===== src/hdl/krst_pkg.sv =====
// ----------------------------------------------------------------------------
// krst_pkg
// Shared codes, widths and control structs of the keyed stock table.
// ----------------------------------------------------------------------------
package krst_pkg;

    // Default sizing of the table.
    localparam int DEF_MAX_ENTRIES = 16;
    localparam int DEF_VALUE_BITS  = 16;

    // Fixed field widths of the transaction ports.
    localparam int ACT_W   = 3;
    localparam int KEY_W   = 16;
    localparam int FIELD_W = 16;
    localparam int STAT_W  = 2;
    localparam int TOTAL_W = 20;

    localparam logic [TOTAL_W-1:0] TOTAL_MAX = {TOTAL_W{1'b1}};

    // Action codes.
    localparam logic [ACT_W-1:0] ACT_ADD     = 3'd0;
    localparam logic [ACT_W-1:0] ACT_SET     = 3'd1;
    localparam logic [ACT_W-1:0] ACT_CONSUME = 3'd2;
    localparam logic [ACT_W-1:0] ACT_TICK    = 3'd3;
    localparam logic [ACT_W-1:0] ACT_QUERY   = 3'd4;

    // Status codes.
    localparam logic [STAT_W-1:0] ST_DONE = 2'd0;
    localparam logic [STAT_W-1:0] ST_MISS = 2'd1;
    localparam logic [STAT_W-1:0] ST_FULL = 2'd2;

    // Per-field write enables into the entry store.
    typedef struct packed {
        logic key_we;
        logic cap_we;
        logic rate_we;
        logic stock_we;
    } wr_en_t;

    // Lookup flags produced for the entry under inspection.
    typedef struct packed {
        logic match;
        logic first;
        logic take;
    } hit_t;

endpackage


===== src/hdl/krst_store.sv =====
// ----------------------------------------------------------------------------
// krst_store
// Entry memories: key, capacity, regeneration and stock, one write port and
// one registered read port shared by all four arrays.
// ----------------------------------------------------------------------------
module krst_store #(
    parameter int DEPTH      = krst_pkg::DEF_MAX_ENTRIES,
    parameter int IDX_W      = 4,
    parameter int VALUE_BITS = krst_pkg::DEF_VALUE_BITS
) (
    input  logic                    clk,
    input  krst_pkg::wr_en_t        wr_en,
    input  logic [IDX_W-1:0]        wr_addr,
    input  logic [krst_pkg::KEY_W-1:0] wr_key,
    input  logic [VALUE_BITS-1:0]   wr_cap,
    input  logic [VALUE_BITS-1:0]   wr_rate,
    input  logic [VALUE_BITS-1:0]   wr_stock,
    input  logic [IDX_W-1:0]        rd_addr,
    output logic [krst_pkg::KEY_W-1:0] rd_key,
    output logic [VALUE_BITS-1:0]   rd_cap,
    output logic [VALUE_BITS-1:0]   rd_rate,
    output logic [VALUE_BITS-1:0]   rd_stock
);
    import krst_pkg::*;

    logic [KEY_W-1:0]      key_mem   [DEPTH];
    logic [VALUE_BITS-1:0] cap_mem   [DEPTH];
    logic [VALUE_BITS-1:0] rate_mem  [DEPTH];
    logic [VALUE_BITS-1:0] stock_mem [DEPTH];

    // Write port, one enable per field.
    always_ff @(posedge clk)
    begin
        if (wr_en.key_we)
        begin
            key_mem[wr_addr] <= wr_key;
        end
        if (wr_en.cap_we)
        begin
            cap_mem[wr_addr] <= wr_cap;
        end
        if (wr_en.rate_we)
        begin
            rate_mem[wr_addr] <= wr_rate;
        end
        if (wr_en.stock_we)
        begin
            stock_mem[wr_addr] <= wr_stock;
        end
    end

    // Registered read port.
    always_ff @(posedge clk)
    begin
        rd_key   <= key_mem[rd_addr];
        rd_cap   <= cap_mem[rd_addr];
        rd_rate  <= rate_mem[rd_addr];
        rd_stock <= stock_mem[rd_addr];
    end

endmodule


===== src/hdl/krst_entry_unit.sv =====
// ----------------------------------------------------------------------------
// krst_entry_unit
// Shared update unit: one adder and one comparator that work out the new
// contents of the entry being visited for the current action.
// ----------------------------------------------------------------------------
module krst_entry_unit #(
    parameter int VALUE_BITS = krst_pkg::DEF_VALUE_BITS
) (
    input  logic [krst_pkg::ACT_W-1:0] action,
    input  logic [krst_pkg::KEY_W-1:0] key_req,
    input  logic [VALUE_BITS-1:0]      cap_req,
    input  logic [VALUE_BITS-1:0]      rate_req,
    input  logic [krst_pkg::KEY_W-1:0] entry_key,
    input  logic [VALUE_BITS-1:0]      entry_cap,
    input  logic [VALUE_BITS-1:0]      entry_rate,
    input  logic [VALUE_BITS-1:0]      entry_stock,
    input  logic                       found,
    input  logic                       consumed,
    output logic [VALUE_BITS-1:0]      post_cap,
    output logic [VALUE_BITS-1:0]      post_rate,
    output logic [VALUE_BITS-1:0]      post_stock,
    output krst_pkg::wr_en_t           we,
    output krst_pkg::hit_t             hit
);
    import krst_pkg::*;

    logic [VALUE_BITS-1:0] add_b;
    logic [VALUE_BITS:0]   sum;
    logic [VALUE_BITS:0]   cmp_a;
    logic [VALUE_BITS:0]   cmp_b;
    logic                  over;
    logic                  is_tick;

    // Key match and the first-match / consume qualifiers.
    always_comb
    begin
        hit.match = (entry_key == key_req);
        hit.first = hit.match & ~found;
        hit.take  = (action == ACT_CONSUME) & hit.match & (entry_stock != '0) & ~consumed;
    end

    // Shared adder: stock plus regeneration on tick, stock minus one otherwise.
    assign is_tick = (action == ACT_TICK);
    assign add_b   = is_tick ? entry_rate : {VALUE_BITS{1'b1}};
    assign sum     = {1'b0, entry_stock} + {1'b0, add_b};

    // Shared comparator: saturation on tick, clamp against the new capacity otherwise.
    assign cmp_a = is_tick ? sum : {1'b0, entry_stock};
    assign cmp_b = is_tick ? {1'b0, entry_cap} : {1'b0, cap_req};
    assign over  = (cmp_a > cmp_b);

    // New entry contents and write enables.
    always_comb
    begin
        post_cap   = entry_cap;
        post_rate  = entry_rate;
        post_stock = entry_stock;
        we         = '0;
        unique case (action)
            ACT_SET:
            begin
                if (hit.first)
                begin
                    post_cap   = cap_req;
                    post_rate  = rate_req;
                    post_stock = over ? cap_req : entry_stock;
                    we.cap_we   = 1'b1;
                    we.rate_we  = 1'b1;
                    we.stock_we = 1'b1;
                end
            end
            ACT_CONSUME:
            begin
                if (hit.take)
                begin
                    post_stock  = sum[VALUE_BITS-1:0];
                    we.stock_we = 1'b1;
                end
            end
            ACT_TICK:
            begin
                if (entry_rate != '0)
                begin
                    post_stock  = over ? entry_cap : sum[VALUE_BITS-1:0];
                    we.stock_we = 1'b1;
                end
            end
            default:
            begin
                post_stock = entry_stock;
            end
        endcase
    end

endmodule


===== src/hdl/keyed_regenerating_stock_table_core.sv =====
// ----------------------------------------------------------------------------
// keyed_regenerating_stock_table_core
// Table of keyed token buckets with add, set, consume, tick and query.
// ----------------------------------------------------------------------------
// Usage:
//   The input channel (in_valid/in_ready) carries one request transaction:
//   action, cell_req, capacity and regen_rate. The output channel
//   (out_valid/out_ready) returns exactly one result transaction per request:
//   status, is_known_cell, has_stock, cell_stock and total_stock.
//   A request is handled by a sequencer that walks the stored entries in
//   order, one entry per cycle, through the single read port of the entry
//   memory and one shared add/compare unit. An add first appends the new
//   entry when the table has room. The result is registered when the sweep
//   ends and in_ready rises in the same cycle; a new request is taken only
//   once the last one is through, and the sweep over the memory sets the rate.
//   The result sits in an output register; when the receiver stalls, the
//   next request is still swept and its result waits until the register is
//   taken. Reset empties the table (entry count zero) and drops any pending
//   result; the memories themselves need no clearing.
// ----------------------------------------------------------------------------
module keyed_regenerating_stock_table_core #(
    parameter int MAX_ENTRIES = krst_pkg::DEF_MAX_ENTRIES,
    parameter int VALUE_BITS  = krst_pkg::DEF_VALUE_BITS
) (
    input  logic                           clk,
    input  logic                           rst_n,
    input  logic                           in_valid,
    output logic                           in_ready,
    input  logic [krst_pkg::ACT_W-1:0]     action,
    input  logic [krst_pkg::KEY_W-1:0]     cell_req,
    input  logic [krst_pkg::FIELD_W-1:0]   capacity,
    input  logic [krst_pkg::FIELD_W-1:0]   regen_rate,
    output logic                           out_valid,
    input  logic                           out_ready,
    output logic [krst_pkg::STAT_W-1:0]    status,
    output logic                           is_known_cell,
    output logic                           has_stock,
    output logic [krst_pkg::FIELD_W-1:0]   cell_stock,
    output logic [krst_pkg::TOTAL_W-1:0]   total_stock
);
    import krst_pkg::*;

    localparam int IDX_W = (MAX_ENTRIES > 1) ? $clog2(MAX_ENTRIES) : 1;
    localparam int CNT_W = $clog2(MAX_ENTRIES + 1);
    localparam int SUM_W = ((VALUE_BITS > TOTAL_W) ? VALUE_BITS : TOTAL_W) + 1;

    localparam logic [1:0] S_IDLE  = 2'd0;
    localparam logic [1:0] S_ADD   = 2'd1;
    localparam logic [1:0] S_SWEEP = 2'd2;
    localparam logic [1:0] S_FIN   = 2'd3;

    logic [1:0]            state_reg;
    logic [1:0]            state_next;
    logic [CNT_W-1:0]      count_reg;
    logic [CNT_W-1:0]      issue_reg;
    logic                  proc_valid_reg;
    logic [IDX_W-1:0]      proc_idx_reg;

    logic [ACT_W-1:0]      act_reg;
    logic [KEY_W-1:0]      key_reg;
    logic [VALUE_BITS-1:0] cap_reg;
    logic [VALUE_BITS-1:0] rate_reg;

    logic                  full_reg;
    logic                  found_reg;
    logic                  consumed_reg;
    logic                  stocked_reg;
    logic [FIELD_W-1:0]    cstock_reg;
    logic [TOTAL_W-1:0]    total_reg;
    logic [TOTAL_W-1:0]    total_next;
    logic [SUM_W-1:0]      total_sum;

    logic                  out_valid_reg;
    logic [STAT_W-1:0]     status_reg;
    logic [STAT_W-1:0]     status_next;
    logic                  known_out_reg;
    logic                  stock_out_reg;
    logic [FIELD_W-1:0]    cstock_out_reg;
    logic [TOTAL_W-1:0]    total_out_reg;

    logic                  in_fire;
    logic                  issue_more;
    logic                  sweep_done;
    logic                  out_free;
    logic                  is_tick;

    wr_en_t                wr_en;
    logic [IDX_W-1:0]      wr_addr;
    logic [VALUE_BITS-1:0] wr_cap;
    logic [VALUE_BITS-1:0] wr_rate;
    logic [VALUE_BITS-1:0] wr_stock;

    logic [KEY_W-1:0]      rd_key;
    logic [VALUE_BITS-1:0] rd_cap;
    logic [VALUE_BITS-1:0] rd_rate;
    logic [VALUE_BITS-1:0] rd_stock;

    logic [VALUE_BITS-1:0] post_cap;
    logic [VALUE_BITS-1:0] post_rate;
    logic [VALUE_BITS-1:0] post_stock;
    wr_en_t                unit_we;
    hit_t                  hit;

    // Handshake qualifiers.
    assign in_ready   = (state_reg == S_IDLE);
    assign in_fire    = in_valid & in_ready;
    assign issue_more = (issue_reg != count_reg);
    assign sweep_done = ~issue_more & ~proc_valid_reg;
    assign out_free   = ~out_valid_reg | out_ready;
    assign is_tick    = (act_reg == ACT_TICK);

    // Sequencer.
    always_comb
    begin
        state_next = state_reg;
        unique case (state_reg)
            S_IDLE:
            begin
                if (in_fire)
                begin
                    if ((action == ACT_ADD) && (count_reg != CNT_W'(MAX_ENTRIES)))
                    begin
                        state_next = S_ADD;
                    end
                    else
                    begin
                        state_next = S_SWEEP;
                    end
                end
            end
            S_ADD:
            begin
                state_next = S_SWEEP;
            end
            S_SWEEP:
            begin
                if (sweep_done)
                begin
                    state_next = S_FIN;
                end
            end
            S_FIN:
            begin
                if (out_free)
                begin
                    state_next = S_IDLE;
                end
            end
            default:
            begin
                state_next = S_IDLE;
            end
        endcase
    end

    always_ff @(posedge clk or negedge rst_n)
    begin
        if (!rst_n)
        begin
            state_reg      <= S_IDLE;
            count_reg      <= '0;
            issue_reg      <= '0;
            proc_valid_reg <= 1'b0;
        end
        else
        begin
            state_reg      <= state_next;
            proc_valid_reg <= (state_reg == S_SWEEP) & issue_more;
            if (in_fire)
            begin
                issue_reg <= '0;
            end
            else if ((state_reg == S_SWEEP) && issue_more)
            begin
                issue_reg <= issue_reg + 1'b1;
            end
            if (state_reg == S_ADD)
            begin
                count_reg <= count_reg + 1'b1;
            end
        end
    end

    // Request capture and the index of the entry under inspection.
    always_ff @(posedge clk)
    begin
        if (in_fire)
        begin
            act_reg  <= action;
            key_reg  <= cell_req;
            cap_reg  <= VALUE_BITS'(capacity);
            rate_reg <= VALUE_BITS'(regen_rate);
        end
        proc_idx_reg <= issue_reg[IDX_W-1:0];
    end

    // Entry memories.
    krst_store #(
        .DEPTH      (MAX_ENTRIES),
        .IDX_W      (IDX_W),
        .VALUE_BITS (VALUE_BITS)
    ) u_store (
        .clk      (clk),
        .wr_en    (wr_en),
        .wr_addr  (wr_addr),
        .wr_key   (key_reg),
        .wr_cap   (wr_cap),
        .wr_rate  (wr_rate),
        .wr_stock (wr_stock),
        .rd_addr  (issue_reg[IDX_W-1:0]),
        .rd_key   (rd_key),
        .rd_cap   (rd_cap),
        .rd_rate  (rd_rate),
        .rd_stock (rd_stock)
    );

    // Shared update unit.
    krst_entry_unit #(
        .VALUE_BITS (VALUE_BITS)
    ) u_unit (
        .action      (act_reg),
        .key_req     (key_reg),
        .cap_req     (cap_reg),
        .rate_req    (rate_reg),
        .entry_key   (rd_key),
        .entry_cap   (rd_cap),
        .entry_rate  (rd_rate),
        .entry_stock (rd_stock),
        .found       (found_reg),
        .consumed    (consumed_reg),
        .post_cap    (post_cap),
        .post_rate   (post_rate),
        .post_stock  (post_stock),
        .we          (unit_we),
        .hit         (hit)
    );

    // Write port: append on add, write back during the sweep.
    always_comb
    begin
        if (state_reg == S_ADD)
        begin
            wr_en    = '1;
            wr_addr  = count_reg[IDX_W-1:0];
            wr_cap   = cap_reg;
            wr_rate  = rate_reg;
            wr_stock = cap_reg;
        end
        else
        begin
            wr_en    = proc_valid_reg ? unit_we : '0;
            wr_addr  = proc_idx_reg;
            wr_cap   = post_cap;
            wr_rate  = post_rate;
            wr_stock = post_stock;
        end
    end

    // Saturating running total of the post-action stock.
    assign total_sum  = SUM_W'(total_reg) + SUM_W'(post_stock);
    assign total_next = (total_sum > SUM_W'(TOTAL_MAX)) ? TOTAL_MAX
                                                        : total_sum[TOTAL_W-1:0];

    // Lookup and total accumulation across the sweep.
    always_ff @(posedge clk or negedge rst_n)
    begin
        if (!rst_n)
        begin
            full_reg     <= 1'b0;
            found_reg    <= 1'b0;
            consumed_reg <= 1'b0;
            stocked_reg  <= 1'b0;
            cstock_reg   <= '0;
            total_reg    <= '0;
        end
        else if (in_fire)
        begin
            full_reg     <= (action == ACT_ADD) && (count_reg == CNT_W'(MAX_ENTRIES));
            found_reg    <= 1'b0;
            consumed_reg <= 1'b0;
            stocked_reg  <= 1'b0;
            cstock_reg   <= '0;
            total_reg    <= '0;
        end
        else if (proc_valid_reg)
        begin
            total_reg <= total_next;
            if (hit.match)
            begin
                found_reg <= 1'b1;
                if (post_stock != '0)
                begin
                    stocked_reg <= 1'b1;
                end
            end
            if (hit.first)
            begin
                cstock_reg <= FIELD_W'(post_stock);
            end
            if (hit.take)
            begin
                consumed_reg <= 1'b1;
            end
        end
    end

    // Result status per action.
    always_comb
    begin
        unique case (act_reg)
            ACT_ADD:     status_next = full_reg ? ST_FULL : ST_DONE;
            ACT_SET:     status_next = found_reg ? ST_DONE : ST_MISS;
            ACT_CONSUME: status_next = consumed_reg ? ST_DONE : ST_MISS;
            ACT_TICK:    status_next = ST_DONE;
            default:     status_next = found_reg ? ST_DONE : ST_MISS;
        endcase
    end

    // Output register.
    always_ff @(posedge clk or negedge rst_n)
    begin
        if (!rst_n)
        begin
            out_valid_reg <= 1'b0;
        end
        else if ((state_reg == S_FIN) && out_free)
        begin
            out_valid_reg <= 1'b1;
        end
        else if (out_ready)
        begin
            out_valid_reg <= 1'b0;
        end
    end

    always_ff @(posedge clk)
    begin
        if ((state_reg == S_FIN) && out_free)
        begin
            status_reg     <= status_next;
            known_out_reg  <= found_reg & ~is_tick;
            stock_out_reg  <= stocked_reg & ~is_tick;
            cstock_out_reg <= is_tick ? '0 : cstock_reg;
            total_out_reg  <= total_reg;
        end
    end

    assign out_valid     = out_valid_reg;
    assign status        = status_reg;
    assign is_known_cell = known_out_reg;
    assign has_stock     = stock_out_reg;
    assign cell_stock    = cstock_out_reg;
    assign total_stock   = total_out_reg;

endmodule


===== config.mk =====
export PLATFORM = sky130hd
export DESIGN_NAME = keyed_regenerating_stock_table_core
export DESIGN_NICKNAME = d
export VERILOG_FILES = /design/src/hdl/krst_pkg.sv /design/src/hdl/krst_store.sv /design/src/hdl/krst_entry_unit.sv /design/src/hdl/keyed_regenerating_stock_table_core.sv
export SDC_FILE = /design/constraint.sdc
export NUM_CORES = 1
export LEC_CHECK = 0
export BUFFER_PORTS_ARGS = -buffer_cell sky130_fd_sc_hd__buf_2
export CAP_MARGIN = 15
export CORE_UTILIZATION = 45
export DETAILED_ROUTE_END_ITERATION = 8
export PLACE_DENSITY = 0.65
export SKIP_CTS_REPAIR_TIMING = 1
export SYNTH_ARGS = -nofsm -noshare
export SYNTH_HDL_FRONTEND = slang
export SYNTH_SLANG_ARGS = --single-unit

===== constraint.sdc =====
create_clock -name clk -period 7.9 [get_ports clk]
set_clock_uncertainty 0.1 [all_clocks]
set_input_delay 1.185 -clock clk [delete_from_list [all_inputs] [get_ports clk]]
set_output_delay 1.185 -clock clk [all_outputs]
set_load 0.05 [all_outputs]

==> results.md <==
Outcome:
- The run finished with clean final reports.

Global routing:
- The met1 capacity usage during global routing is 0.3052.
- The via count of the first global-routing pass is 25,768.
- The wire length of the first global-routing pass is 176.4 mm.
- The highest-utilization routing layer at the global route stage is met2.
- The total congestion overflow after global routing is 0.
- The initial antenna violation count is 2.
- For this run, global-route usage on met3 was measured as 0.04268.
- The maximum number of pins on one net before global-route repair is 154.
- In the global route stage, met2 resource usage came out at 0.3509.
- Across every metal layer, demand over resource in global routing totals 0.2208.

Floorplan:
- The y dimension of the die is 332.9 um.
- The die covers 110,800 um^2.
- The die is 332.9 um wide.
- The area inside the core boundary is 108,700 um^2.
- The number of cell rows is 121.
- Pin placement for this block handled 97 I/O pins.
- The initial utilization of the core area, before any placement, comes to 0.4533.

Finish:
- The post-layout net count is 2,825.
- Counting the fill cells in the layout gives 8,525.
- The filler-free cell count of the finished design is 4,230.
- The fraction of layout instances using a drive strength above 1 is 0.3034.
- Relative to the synthesized area, the layout overhead comes to 14.61%.

Logic synthesis:
- The leading register cell type out of synthesis is sky130_fd_sc_hd__edfxtp_1.
- The mapped netlist covers 49,280 um^2.
- In the post-synthesis netlist, the biggest area contributors are sky130_fd_sc_hd__edfxtp_1, sky130_fd_sc_hd__mux4_2, sky130_fd_sc_hd__dfxtp_1.
- Counting distinct cell types in the post-synthesis netlist gives 72.
- Counting flops with a built-in enable in the synthesized netlist gives 1,115.
- Counting instances in the post-synthesis netlist gives the leading cell types as sky130_fd_sc_hd__edfxtp_1, sky130_fd_sc_hd__mux4_2, sky130_fd_sc_hd__nor2_1.
- Of the post-synthesis cell area, the dominant cell type holds 0.6795.
- The share of the Yosys chip area taken by registers is 0.7345.
- The number of instances in the synthesized netlist is 2,487.
- For this run, the number of Yosys warnings is 0.
- After synthesis the netlist holds a flip-flop and latch count of 1,237.
- The cell type with the largest total area after synthesis is sky130_fd_sc_hd__edfxtp_1.
- The share of synthesized flip-flops with an asynchronous set or reset is 0.04365.
- When the netlist entered floorplanning its net count stood at 2,603.
- The average footprint of a synthesized cell is 19.81 um^2.
- By instance count, the leading cell after synthesis is sky130_fd_sc_hd__edfxtp_1.

Clocking:
- In this run the deepest clock path goes through 3 buffers.
- The H-tree was split into 4 levels.
- The clock transition at the register clock pins on the worst setup and hold paths after CTS is 0.06 ns.
- In this run the clock root is driven by a sky130_fd_sc_hd__clkbuf_16.
- For the worst-skew pair, the clock arrives at the later sink with an insertion delay of 0.76 ns.
- TritonCTS built the clock tree.
- Clock tree synthesis inserted a total of 130 buffers.
- CTS saw 1,237 sinks.

Placement:
- After legalization and detailed placement, the total HPWL measured 70.77 mm.
- The count of input and output buffers is 96.
- The global placement routability congestion is 1.008.
- Once placement completed, the tool counted placed cells totaling 3,986.

STA:
- The minimum period implied by the final worst setup slack is 7.516 ns.
- Setup violations remaining at the end of the flow were counted as 0.
- The final number of hold-violating endpoints was 0.
- The transition at the pin with the smallest max-transition slack is 1.269 ns.
- The total count of max-transition violations in the final report is 0.
- In this run the tightest slew margin relative to its limit is 0.1543.
- The ratio of final minimum period to clock period is 0.9514.
- For this run, the top clock speed supported by timing is 133.1 MHz.

Setup path:
- The critical path launch point type is a register.
- Data on the critical path arrives at its endpoint at 8.02 ns.
- The worst setup path is captured at a register.
- The largest single stage delay on the critical path is 0.46 ns.
- For the worst setup path, the data required time is 8.40 ns.
- The start-to-end type of the worst setup path is reg2reg.
- The peak fanout along the critical path is 16.
- The largest individual stage delay along the critical path comes from the cell sky130_fd_sc_hd__edfxtp_1.

Power:
- The analysis attributes to cell leakage a power of 18.36 nW.
- Total power for the finished layout comes to 21.52 mW.
- The worst-case IR drop observed on VDD is 0.2862 mV.
- For this design the ratio of total power to cell area is 381.0 nW/um^2.

Route:
- Dividing the detail-routed via count by the number of cells gives 5.965.
- The remaining number of nets flagged by the antenna check after routing is 0.
- The count of vias placed by the detailed router is 25,232.
- For this run, design rule violations remaining after detail routing come to 0.
- The violation count after the first detailed-routing iteration is 2,815.
- The length of the first detailed-routing pass in iterations is 6.
- The aggregate routed wire length is 121.4 mm.
- The routed wire length per instance is 28.69 um.

Job:
- The count of maximum capacitance violations is 0.

Worst hold path:
- The worst min-delay path class is reg2reg.
-- path summary, 6_finish.rpt --
kind,from,end,slack (ns),depth (start not counted)
worst max-delay path,act_reg[2],total_reg[15],0.38,31
worst min-delay path,total_reg[14],total_stock[14],0.39,0
worst max register to register,act_reg[2],total_reg[15],0.38,31
worst min register to register,total_reg[14],total_stock[14],0.39,0
max in group asynchronous,rst_n,issue_reg[3],6.68,2
min in group asynchronous,rst_n,total_reg[8],0.48,2
-- cell usage in the layout, fill, tap and decap left out, types with 23 or more instances in the layout --
master                      instances
sky130_fd_sc_hd__a21oi_1           65
sky130_fd_sc_hd__buf_2             96
sky130_fd_sc_hd__buf_4            108
sky130_fd_sc_hd__clkbuf_1          29
sky130_fd_sc_hd__clkbuf_16        130
sky130_fd_sc_hd__clkinv_1          23
sky130_fd_sc_hd__dfrtp_1           50
sky130_fd_sc_hd__dfxtp_1           68
sky130_fd_sc_hd__edfxtp_1        1115
sky130_fd_sc_hd__ha_1              59
sky130_fd_sc_hd__inv_1             34
sky130_fd_sc_hd__mux2_2            42
sky130_fd_sc_hd__mux2i_1           26
sky130_fd_sc_hd__mux4_2           320
sky130_fd_sc_hd__nand2_1           80
sky130_fd_sc_hd__nor2_1            75
sky130_fd_sc_hd__nor3_2            25
sky130_fd_sc_hd__o21ai_0           51
sky130_fd_sc_hd__xnor2_1           36
-- area by class of cell --
type	instances	area [um^2]	area share
clock buffers	170	3513	0.06221
well taps	1414	1769	0.03133
flip-flops and latches	1237	36210	0.6412
clock inverters	68	638.1	0.01130
multi-input cells	1095	12790	0.2265
repair buffers	210	1418	0.02510
inverters	35	133.9	0.002371
diodes	1	2.502	0.00004431
-- per-layer routing --
metal / share of wire / wire length, um
met4: 0.030 / 3695
met1: 0.42 / 51280
met5: 0.000091 / 11
met3: 0.064 / 7789
met2: 0.48 / 58580
-- kinds of logic after synthesis --
| kind of cell | synth area share |
|---|---|
| compound gates | 0.03197 |
| xor+xnor | 0.009420 |
| fa+ha+maj | 0.01579 |
| buf+inv | 0.01216 |
| flops | 0.7345 |
| mux | 0.1611 |
| simple gates | 0.03499 |
-- per-stage QoR --
step                      cell area (um^2)  setup slack [ns]  setup TNS (ns)  hold WS [ns]  utilization
after floorplan                      49280           0.03236               0        0.2454            -
after global placement               52190           0.08846               0        0.3729       0.4801
after detailed placement             52190         -0.008100        -0.03428        0.3873       0.4801
after CTS                            56340           -0.1160          -1.271        0.3981       0.5183
after global routing                 56470          -0.01789        -0.02052        0.4161       0.5195
final                                56470            0.3841               0        0.3886       0.5195
-- power by group --
part / total [mW] / leakage [nW] / internal, mW / switching [mW]
clock: 5.90 / 2.03 / 3.35 / 2.55
combinational: 6.36 / 4.99 / 2.61 / 3.75
sequential: 9.26 / 11.3 / 8.61 / 0.648
-- critical path, delay by kind of cell (launching register included) --
kind                       cells  cell delay, ns
adders and majority gates      3            0.94
and+or+nand+nor                4            0.87
AOI/OAI and AO/OA             19            3.95
xor gates and xnor gates       1            0.29
buffers and inverters          4            0.73
DFF                            1            0.46
(Power assumes the default switching activity.)
